**config.mk**
```make
export PLATFORM = sky130hd
export DESIGN_NAME = positional_list_insert_delete
export DESIGN_NICKNAME = d
export VERILOG_FILES = /design/src/pos_list_pkg.sv /design/src/positional_list_insert_delete.sv
export SDC_FILE = /design/constraint.sdc
export NUM_CORES = 1
export LEC_CHECK = 0
export BUFFER_PORTS_ARGS = -buffer_cell sky130_fd_sc_hd__clkbuf_2
export CAP_MARGIN = 20
export CORE_MARGIN = 2
export CORE_UTILIZATION = 30
export DETAILED_ROUTE_END_ITERATION = 8
export GPL_ROUTABILITY_DRIVEN = 0
export GPL_TIMING_DRIVEN = 1
export PLACE_DENSITY = 0.46
export SYNTH_ARGS = -nofsm -noshare
export SYNTH_HDL_FRONTEND = slang
export SYNTH_SLANG_ARGS = --single-unit
```
**constraint.sdc**
```tcl
create_clock -name clk_i -period 7.05 [get_ports clk_i]
set_clock_uncertainty 0.15 [all_clocks]
set_input_delay 1.41 -clock clk_i [delete_from_list [all_inputs] [get_ports clk_i]]
set_output_delay 1.41 -clock clk_i [all_outputs]
set_load 0.01 [all_outputs]
```
**src/pos_list_pkg.sv**
```systemverilog
// Package for the positional list block: capacity, widths, opcode and status codes.
// Used by positional_list_insert_delete; depends on nothing else.
package pos_list_pkg;

  localparam int unsigned CAPACITY = 16;
  localparam int unsigned IDX_W    = $clog2(CAPACITY);
  localparam int unsigned CNT_W    = $clog2(CAPACITY + 1);
  localparam int unsigned WORD_W   = 32;

  localparam logic [1:0] OP_INSERT   = 2'd0;
  localparam logic [1:0] OP_DELETE   = 2'd1;
  localparam logic [1:0] OP_TRAVERSE = 2'd2;

  localparam logic [2:0] ST_OK      = 3'd0;
  localparam logic [2:0] ST_INVALID = 3'd1;
  localparam logic [2:0] ST_BOUNDS  = 3'd2;
  localparam logic [2:0] ST_EMPTY   = 3'd3;
  localparam logic [2:0] ST_FULL    = 3'd4;

  localparam logic [7:0] POS_TAIL = 8'hFF;

endpackage

```
**src/positional_list_insert_delete.sv**
```systemverilog
// Positional list held in a 1R1W synchronous RAM; insert/delete shift one entry per cycle.
// Insert/delete word out the cycle after accept. Insert shifts the entries from the index up
// one place, then writes the new word (no shift on append); delete shifts the later entries
// down one place (no shift when the last entry goes). Traverse streams every word in order,
// one per cycle unless the output stalls; new requests wait until idle and output free.
// Reset clears the element count and control state; RAM contents are not cleared.
module positional_list_insert_delete (
  input  logic        clk_i,
  input  logic        rst_ni,
  input  logic        in_valid_i,
  output logic        in_ready_o,
  input  logic [1:0]  opcode_i,
  input  logic signed [7:0]  position_i,
  input  logic signed [31:0] value_in_i,
  output logic        out_valid_o,
  input  logic        out_ready_i,
  output logic [2:0]  status_o,
  output logic signed [31:0] value_out_o,
  output logic        is_last_o,
  output logic [4:0]  count_o,
  output logic        empty_res_o
);

  localparam int unsigned IDX_W  = pos_list_pkg::IDX_W;
  localparam int unsigned CNT_W  = pos_list_pkg::CNT_W;
  localparam int unsigned WORD_W = pos_list_pkg::WORD_W;

  typedef enum logic [3:0] {
    S_IDLE  = 4'b0001,
    S_SHIFT = 4'b0010,
    S_PLACE = 4'b0100,
    S_TRAV  = 4'b1000
  } state_e;

  state_e state_q, state_d;

  logic [CNT_W-1:0]  cnt_q, cnt_d;
  logic              ins_q, ins_d;
  logic [CNT_W-1:0]  left_q, left_d;
  logic [IDX_W-1:0]  rd_ptr_q, rd_ptr_d;
  logic              wb_pend_q, wb_pend_d;
  logic [IDX_W-1:0]  wb_addr_q, wb_addr_d;
  logic [IDX_W-1:0]  idx_q, idx_d;
  logic [WORD_W-1:0] val_q, val_d;
  logic [CNT_W-1:0]  tr_rd_q, tr_rd_d;
  logic [CNT_W-1:0]  tr_em_q, tr_em_d;
  logic              tr_pend_q, tr_pend_d;

  // RAM
  logic [WORD_W-1:0] mem [pos_list_pkg::CAPACITY];
  logic [WORD_W-1:0] rdata_q;
  logic              mem_we, mem_re;
  logic [IDX_W-1:0]  mem_waddr, mem_raddr;
  logic [WORD_W-1:0] mem_wdata;

  // output word register
  logic              out_valid_q;
  logic [2:0]        status_q;
  logic [WORD_W-1:0] value_q;
  logic              last_q;
  logic [CNT_W-1:0]  count_q;
  logic              empty_q;

  logic              res_load;
  logic [2:0]        res_status;
  logic [WORD_W-1:0] res_value;
  logic              res_last;
  logic [CNT_W-1:0]  res_count;

  logic out_free, accept;
  logic pos_tail, pos_bad;
  logic [7:0] pos_raw, cnt8;
  logic [CNT_W-1:0] ins_idx, del_idx, del_left;
  logic [2:0] ins_st, del_st;
  logic trav_load, trav_issue, trav_last;

  assign out_free   = !out_valid_q || out_ready_i;
  assign in_ready_o = (state_q == S_IDLE) && out_free;
  assign accept     = in_valid_i && in_ready_o;

  // position decode
  assign pos_tail = (position_i == pos_list_pkg::POS_TAIL);
  assign pos_bad  = position_i[7] && !pos_tail;
  assign pos_raw  = {1'b0, position_i[6:0]};
  assign cnt8     = 8'(cnt_q);
  assign ins_idx  = pos_tail ? cnt_q : CNT_W'(position_i[6:0]);
  assign del_idx  = pos_tail ? CNT_W'(cnt_q - 1'b1) : CNT_W'(position_i[6:0]);
  assign del_left = CNT_W'(cnt_q - 1'b1 - del_idx);

  always_comb begin
    priority if (pos_bad) begin
      ins_st = pos_list_pkg::ST_INVALID;
    end else if (!pos_tail && (pos_raw > cnt8)) begin
      ins_st = pos_list_pkg::ST_BOUNDS;
    end else if (cnt_q == CNT_W'(pos_list_pkg::CAPACITY)) begin
      ins_st = pos_list_pkg::ST_FULL;
    end else begin
      ins_st = pos_list_pkg::ST_OK;
    end
  end

  always_comb begin
    priority if (cnt_q == '0) begin
      del_st = pos_list_pkg::ST_EMPTY;
    end else if (pos_bad) begin
      del_st = pos_list_pkg::ST_INVALID;
    end else if (!pos_tail && (pos_raw >= cnt8)) begin
      del_st = pos_list_pkg::ST_BOUNDS;
    end else begin
      del_st = pos_list_pkg::ST_OK;
    end
  end

  // traverse streaming: a read may issue while the previous word is handed over
  assign trav_load  = (state_q == S_TRAV) && tr_pend_q && out_free;
  assign trav_issue = (state_q == S_TRAV) && (tr_rd_q != cnt_q) && (!tr_pend_q || trav_load);
  assign trav_last  = (tr_em_q == CNT_W'(cnt_q - 1'b1));

  always_comb begin
    state_d   = state_q;
    cnt_d     = cnt_q;
    ins_d     = ins_q;
    left_d    = left_q;
    rd_ptr_d  = rd_ptr_q;
    wb_pend_d = wb_pend_q;
    wb_addr_d = wb_addr_q;
    idx_d     = idx_q;
    val_d     = val_q;
    tr_rd_d   = tr_rd_q;
    tr_em_d   = tr_em_q;
    tr_pend_d = tr_pend_q;

    mem_we    = 1'b0;
    mem_waddr = '0;
    mem_wdata = '0;
    mem_re    = 1'b0;
    mem_raddr = '0;

    res_load   = 1'b0;
    res_status = pos_list_pkg::ST_OK;
    res_value  = '0;
    res_last   = 1'b1;
    res_count  = cnt_q;

    unique case (state_q)
      S_IDLE: begin
        if (accept) begin
          if (opcode_i == pos_list_pkg::OP_INSERT) begin
            res_load   = 1'b1;
            res_status = ins_st;
            if (ins_st == pos_list_pkg::ST_OK) begin
              cnt_d     = CNT_W'(cnt_q + 1'b1);
              res_count = CNT_W'(cnt_q + 1'b1);
              idx_d     = IDX_W'(ins_idx);
              val_d     = value_in_i;
              ins_d     = 1'b1;
              if (cnt_q != ins_idx) begin
                left_d   = CNT_W'(cnt_q - ins_idx);
                rd_ptr_d = IDX_W'(cnt_q - 1'b1);
                state_d  = S_SHIFT;
              end else begin
                state_d  = S_PLACE;
              end
            end
          end else if (opcode_i == pos_list_pkg::OP_DELETE) begin
            res_load   = 1'b1;
            res_status = del_st;
            if (del_st == pos_list_pkg::ST_OK) begin
              cnt_d     = CNT_W'(cnt_q - 1'b1);
              res_count = CNT_W'(cnt_q - 1'b1);
              ins_d     = 1'b0;
              if (del_left != '0) begin
                left_d   = del_left;
                rd_ptr_d = IDX_W'(del_idx + 1'b1);
                state_d  = S_SHIFT;
              end
            end
          end else if (opcode_i == pos_list_pkg::OP_TRAVERSE) begin
            if (cnt_q == '0) begin
              res_load   = 1'b1;
              res_status = pos_list_pkg::ST_EMPTY;
            end else begin
              tr_rd_d   = '0;
              tr_em_d   = '0;
              tr_pend_d = 1'b0;
              state_d   = S_TRAV;
            end
          end
        end
      end

      S_SHIFT: begin
        // read one entry, write it one place over on the next cycle
        if (left_q != '0) begin
          mem_re    = 1'b1;
          mem_raddr = rd_ptr_q;
          left_d    = CNT_W'(left_q - 1'b1);
          wb_pend_d = 1'b1;
          rd_ptr_d  = ins_q ? IDX_W'(rd_ptr_q - 1'b1) : IDX_W'(rd_ptr_q + 1'b1);
          wb_addr_d = ins_q ? IDX_W'(rd_ptr_q + 1'b1) : IDX_W'(rd_ptr_q - 1'b1);
        end else begin
          wb_pend_d = 1'b0;
        end
        if (wb_pend_q) begin
          mem_we    = 1'b1;
          mem_waddr = wb_addr_q;
          mem_wdata = rdata_q;
        end
        if ((left_q == '0) && !wb_pend_q) begin
          state_d = ins_q ? S_PLACE : S_IDLE;
        end
      end

      S_PLACE: begin
        mem_we    = 1'b1;
        mem_waddr = idx_q;
        mem_wdata = val_q;
        state_d   = S_IDLE;
      end

      S_TRAV: begin
        if (trav_issue) begin
          mem_re    = 1'b1;
          mem_raddr = tr_rd_q[IDX_W-1:0];
          tr_rd_d   = CNT_W'(tr_rd_q + 1'b1);
        end
        tr_pend_d = trav_issue ? 1'b1 : (trav_load ? 1'b0 : tr_pend_q);
        if (trav_load) begin
          res_load  = 1'b1;
          res_value = rdata_q;
          res_last  = trav_last;
          tr_em_d   = CNT_W'(tr_em_q + 1'b1);
          if (trav_last) begin
            state_d = S_IDLE;
          end
        end
      end

      default: begin
        state_d = S_IDLE;
      end
    endcase
  end

  always_ff @(posedge clk_i or negedge rst_ni) begin
    if (!rst_ni) begin
      state_q     <= S_IDLE;
      cnt_q       <= '0;
      ins_q       <= 1'b0;
      left_q      <= '0;
      rd_ptr_q    <= '0;
      wb_pend_q   <= 1'b0;
      wb_addr_q   <= '0;
      tr_rd_q     <= '0;
      tr_em_q     <= '0;
      tr_pend_q   <= 1'b0;
      out_valid_q <= 1'b0;
    end else begin
      state_q     <= state_d;
      cnt_q       <= cnt_d;
      ins_q       <= ins_d;
      left_q      <= left_d;
      rd_ptr_q    <= rd_ptr_d;
      wb_pend_q   <= wb_pend_d;
      wb_addr_q   <= wb_addr_d;
      tr_rd_q     <= tr_rd_d;
      tr_em_q     <= tr_em_d;
      tr_pend_q   <= tr_pend_d;
      if (res_load) begin
        out_valid_q <= 1'b1;
      end else if (out_ready_i) begin
        out_valid_q <= 1'b0;
      end
    end
  end

  always_ff @(posedge clk_i) begin
    idx_q <= idx_d;
    val_q <= val_d;
    if (res_load) begin
      status_q <= res_status;
      value_q  <= res_value;
      last_q   <= res_last;
      count_q  <= res_count;
      empty_q  <= (res_count == '0);
    end
  end

  always_ff @(posedge clk_i) begin
    if (mem_we) begin
      mem[mem_waddr] <= mem_wdata;
    end
    if (mem_re) begin
      rdata_q <= mem[mem_raddr];
    end
  end

  assign out_valid_o = out_valid_q;
  assign status_o    = status_q;
  assign value_out_o = value_q;
  assign is_last_o   = last_q;
  assign count_o     = 5'(count_q);
  assign empty_res_o = empty_q;

endmodule
```
Word-level counts from Yosys, hierarchy flattened --
Memories as Yosys holds them, arrays and structs flattened. A register that Yosys moved wholly into a read port is not among the register bits. Cells that the tools add are included.
Storage, ports and cells: bits in registers 114, latch bits 0, memory bits (writable) 512, ROM bits 0, input bits 46, output and inout port bits 44, word-level logic and storage cells 198, memories kept 1
Memories:
- mem | depth 16, bits a word 32, rd ports 1, clocked after memory_dff 1, write ports 1, line positional_list_insert_delete.sv:50 | logic [WORD_W-1:0] mem [pos_list_pkg::CAPACITY];
Operators by class: $add $sub $neg 10, multiply operators 0, divide/modulo/power cells 0, magnitude comparators 2, eq/ne operators 32, shift operators 0, muxes and demuxes 96, bitwise gates (word level) 0, reduce and logical (&&, ||, !) cells 39
Operators by type and width (number):
- $mux 5 | 23
- $mux 4 | 24
- $pmux 32 s2 | 1
- $mux 32 | 1
- $pmux 5 s2 | 3
- $mux 1 | 24
- $pmux 4 s2 | 3
- $mux 3 | 7
- $reduce_and 7->1 | 3
- $ne 2x2->1 const B | 9
- $add 5x1->5 const B | 3
- $logic_not 5->1 | 3
- $pmux 4 s3 | 1
- $logic_and 1x1->1 | 10
- $mux 2 | 5
- $ne 5x5->1 | 2
- $reduce_bool 2->1 | 5
- $reduce_bool 5->1 | 2
- $sub 5x1->5 const B | 2
- $sub 5x5->5 | 2
- $ne 3x1->1 const B | 3
- $reduce_and 9->1 | 1
- $add 4x1->4 const B | 2
- $eq 8x8->1 const B | 1
- 26 further kinds | 39

Longest topological paths before layout --
word-level depth 13, gate-level depth with buffers 16, gate-level depth less buffers 14

Worst setup path after synthesis --
OpenSTA, ideal clock, no wires.
path type input to register, from input port position_i[4], to register empty_q (netlist: empty_res_o), data pin, library setup time 0.176 ns, arrival time 6.133 ns, data required time 6.724 ns, path slack 0.591 ns, stages on the path 8, buffers on the path 0, path through ha_1 > a2111o_1 > o22a_1 > o21a_1 > nor3_1 > a22oi_1 > xnor2_1 > nor4_1
On the way: longest elaborated chain between the ends 13, elaborated cells between the ends (all ways) 21, those cells by class order compare: 2; eq/ne: 1; mux: 11; reduce/logical: 7
Ends and longest elaborated chain:
- from (decl) | line positional_list_insert_delete.sv:13 | input logic signed [7:0] position_i,
- branches (longest 9 deep; another with $ge 7x5->1)
- $mux 5 (*) | line positional_list_insert_delete.sv:148 | if (opcode_i == pos_list_pkg::OP_INSERT) begin
- $mux 5 (*) | line positional_list_insert_delete.sv:147 | if (accept) begin
- $mux 5 (*) | line positional_list_insert_delete.sv:145 | unique case (state_q)
- $logic_not 5->1 (*) | line positional_list_insert_delete.sv:285 | empty_q <= (res_count == '0);
- to (signal assigned) | line positional_list_insert_delete.sv:285
- to (decl) | line positional_list_insert_delete.sv:62 | logic empty_q;
Every way passes the cells marked *. A chain may end at the register's enable or synchronous reset.

Worst setup path in the final report --
from register cnt_q[0], to register left_q[3]
On the way: longest elaborated chain between the ends 9, elaborated cells between the ends (all ways) 34, those cells by class add/sub: 3; order compare: 2; eq/ne: 6; mux: 16; reduce/logical: 7
Ends and longest elaborated chain:
- from (decl) | line positional_list_insert_delete.sv:37 | logic [CNT_W-1:0] cnt_q, cnt_d;
- from (signal assigned) | line positional_list_insert_delete.sv:260 | cnt_q <= cnt_d;
- $sub 5x1->5 | line positional_list_insert_delete.sv:87, positional_list_insert_delete.sv:88
- $mux 5 | line positional_list_insert_delete.sv:87 | assign del_idx = pos_tail ? CNT_W'(cnt_q - 1'b1) : CNT_W'(position_i[6:0]);
- $sub 5x5->5 | line positional_list_insert_delete.sv:88 | assign del_left = CNT_W'(cnt_q - 1'b1 - del_idx);
- $mux 5 | line positional_list_insert_delete.sv:172 | if (del_left != '0) begin
- $mux 5 | line positional_list_insert_delete.sv:168 | if (del_st == pos_list_pkg::ST_OK) begin
- $mux 5 | line positional_list_insert_delete.sv:165 | end else if (opcode_i == pos_list_pkg::OP_DELETE) begin
- $mux 5 | line positional_list_insert_delete.sv:148
- $mux 5 | line positional_list_insert_delete.sv:147
- $pmux 5 s2 | line positional_list_insert_delete.sv:145
- to (signal assigned) | line positional_list_insert_delete.sv:262 | left_q <= left_d;
- to (decl) | line positional_list_insert_delete.sv:39 | logic [CNT_W-1:0] left_q, left_d;
Several ways; a longest one is shown, not always the timed one. The select of a mux whose other input is x is not followed.

==> qor.yml <==
synth:
  post_synth_main_area_contributors: "edfxtp_1, mux2i_1, nand2_1"
  syn_avg_cell_area_sq_um: 14.9
  synth_largest_area_cell: "edfxtp_1"
  yosysSeqAreaShare_pct: 72.7
  synth.distinct_cells: 74
  synth_edf_count: 622
  yosys_warnings: 0
  synth_top_area_share_pct: 69.3
  synth.most_common_cell: "edfxtp_1"
  synth_area_sq_mm: 0.0269
  synthTopCellsByCount: "edfxtp_1, nand2_1, a21oi_1, mux2i_1, a221oi_1"
  ys.flop_type: "edfxtp_1"
  synthArstFlopShare_pct: 5.47
  synth_cells: 1802
  postSynthRegisterBits: 658
  syn_nets: 1874
power:
  p_comb_share_pct: 8.4
  vdd_ir_drop_max_v: 0.000123
  switching_share_pct: 23.8
  p_clk_share_pct: 41.9
  p_sw_mw: 2.13
  p_int_mw: 6.82
  powerDensity_mw_per_mm2: 286
  p_leak_nw: 12.0
  pwr-share-seq_pct: 49.7
setup_path:
  rrSetupSlack_ps: 2320
  r2r_cells: 13
  r2r-end: "left_q[3]$_DFFE_PN0P_"
  required_ps: 7450
  worst-setup-path-type: "reg -> reg"
  worst_setup_path_start_kind: "flop"
  worstPathArrival_ps: 5140
  crit_path_end_kind: "flop"
  rr_startpoint: "cnt_q[0]$_DFF_PN0_"
  cp_max_fo: 12
timing:
  setup_viol_count_final: 0
  slew_headroom_pct: 27.8
  hold_viol_final: 0
  grt_setup_unrepaired: "no"
  finalMaxSlewViolations: 0
  fmax_ghz: 0.211
  fin_crit_sh_pct: 67.1
  worst_slack_ps: 2320
  worst_pin_slew_ps: 1080
  period_minus_slack_ps: 4730
  fin_setup_tns_ps: 0
route:
  drtIter0Drc: 1233
  post_drt_wl_per_cell_microns: 24.3
  via_per_inst: 5.21
  drcViolationCount: 0
  drtAntennaViolNets: 0
  dr.pass1.iters: 5
  wl_microns: 75800
  route.vias.total: 16200
floorplanning:
  initial_core_util_pct: 30.4
  rows: 109
  die_x_microns: 304
  io_pins: 90
  dieArea_sq_mm: 0.0922
  die_h_microns: 304
  core_sq_mm: 0.0886
global_route:
  grt_pass1_wl_microns: 111000
  antenna_found_initial: 0
  grt_pass1_vias: 16200
  grt_max_degree: 112
  grt-ovfl-total: 0
  grt_usage_pct: 16.2
clocking:
  cts_buffers: 73
  cts_num_sinks: 658
  h-tree-depth: 3
  clock_latency_ps: 610
  cts_setup_buffers: 0
  cts_tree: "done"
  post_cts_resized: 0
  cts-root-buf: "clkbuf_16"
  cts_hold_repair.buffers: 0
  clockBufferDepth: 3
  cts.clk_slew.worst_paths_ps: 60
run:
  maxCapViolations: 0
min_path:
  whs_path_depth: 2
  hold_class: "reg -> reg"
  worstHoldStart: "wb_addr_q[1]$_DFFE_PN0P_"
  hold_end: "wb_addr_q[1]$_DFFE_PN0P_"
finish:
  num-nets-final: 1969
  drive_gt1_share_pct: 14.2
  diodes: 0
  stdcell_count: 3118
  area_delta_synth_final_pct: 16.1
run_status:
  status: "complete, no violations"
place:
  io_buffer_count: 89
  dp_hpwl_microns: 42400
  place_inst: 2985
  place_ws_ps: 1990
registers in the layout, indices dropped and copies added (netlist names):
register / flops
cnt_q: 5
count_o: 5
empty_res_o: 1
idx_q: 4
ins_q: 1
is_last_o: 1
left_q: 5
mem: 512
out_valid_o: 1
rd_ptr_q: 4
rdata_q: 32
state_q: 4
status_o: 3
tr_em_q: 5
tr_pend_q: 1
tr_rd_q: 5
val_q: 32
value_out_o: 32
wb_addr_q: 4
wb_pend_q: 1
critical path: stages (launching register included):
cell      delay, ps
dfrtp_1         730
inv_1           260
ha_1            300
xor2_1          550
o21ai_0         280
ha_1            300
a21o_1          180
a31oi_1         310
and2_1          170
o21ai_0         110
and4b_1         290
o311ai_4        410
and2_1          410
a31o_2          220
power groups by stage:
| stage | sequential, mW | combinational [mW] | clock, mW |
|---|---|---|---|
| 2_1_floorplan | 4.46 | 0.552 | 0 |
| 3_3_place_gp | 4.53 | 0.745 | 0 |
| 3_5_place_dp | 4.53 | 0.747 | 0 |
| 4_1_cts | 4.45 | 0.751 | 3.85 |
| 5_1_grt | 4.46 | 0.834 | 4.01 |
| 6_report | 4.45 | 0.750 | 3.75 |
cells in the final DEF, fill, tap and decap left out, types with 8 or more instances in the layout:
| master | n |
|---|---|
| edfxtp_1 | 622 |
| nand2_1 | 236 |
| a21oi_1 | 151 |
| mux2i_1 | 103 |
| clkbuf_2 | 89 |
| clkbuf_16 | 74 |
| a221oi_1 | 65 |
| buf_4 | 38 |
| a22o_1 | 36 |
| and2_1 | 36 |
| a22oi_1 | 36 |
| dfrtp_1 | 35 |
| a32oi_1 | 34 |
| a221o_1 | 33 |
| nor2_1 | 31 |
| inv_1 | 27 |
| o21ai_0 | 26 |
| ha_1 | 25 |
| xnor2_1 | 20 |
| clkbuf_1 | 19 |
| nor2_4 | 15 |
| clkinv_1 | 15 |
| xor2_1 | 13 |
| a31oi_1 | 11 |
| nor3_1 | 10 |
| nand4_1 | 9 |
| nand3_1 | 9 |
| nand2b_1 | 8 |
| a21o_1 | 8 |
how the worst max path moves through the flow:
stage	from	cells after the start	endpoint	slack (ps)
2_1_floorplan	position_i[4]	8	empty_res_o$_DFFE_PP_	590
3_3_place_gp	position_i[1]	15	left_q[3]$_DFFE_PN0P_	2160
3_5_place_dp	position_i[1]	12	left_q[3]$_DFFE_PN0P_	1990
4_1_cts	cnt_q[0]$_DFF_PN0_	13	left_q[3]$_DFFE_PN0P_	2350
5_1_grt	cnt_q[0]$_DFF_PN0_	13	rd_ptr_q[2]$_DFFE_PN0P_	2070
6_report	cnt_q[0]$_DFF_PN0_	13	left_q[3]$_DFFE_PN0P_	2320
metrics by stage:
stage	area (sq um)	power (mW)	util [%]	hold WS, ps
detailed placement	28900	5.27	32.6	313
global placement	28900	5.27	32.5	315
CTS	31200	9.05	35.2	328
floorplan	26900	5.01	-	297
global route	31300	9.30	35.3	340
finish	31300	8.95	35.3	327
area by class of cell:
class                      count  area [sq um]
clock buffer                  95          1950
clock inverter                36           380
fill                        8499         57400
inverter                      27           101
multi-input combinational   1002          6900
sequential                   658         19600
tap                         1165          1460
timing repair buffer         135           906
logic make-up after synthesis:
kind of cell,Yosys count,synth area share [%]
multiplexers,103,3.83
flip-flops,658,72.7
adder cells (fa/ha/maj),26,1.24
AO/OA/AOI/OAI,450,12.0
buffers and inverters,142,2.58
XOR/XNOR,33,1.07
AND/OR/NAND/NOR,390,6.59
metal layers:
metal  global-route usage, %  vias up  wire, microns  part of all wire (%)
met5                       0        -              0                     0
met4                    4.73        0           1570                   2.1
li1                        -     7245              -                     -
met1                    22.1     8513          34800                    46
met3                    2.61       94           3220                   4.2
met2                    26.8      382          36200                    48
(Power assumes the default switching activity.)
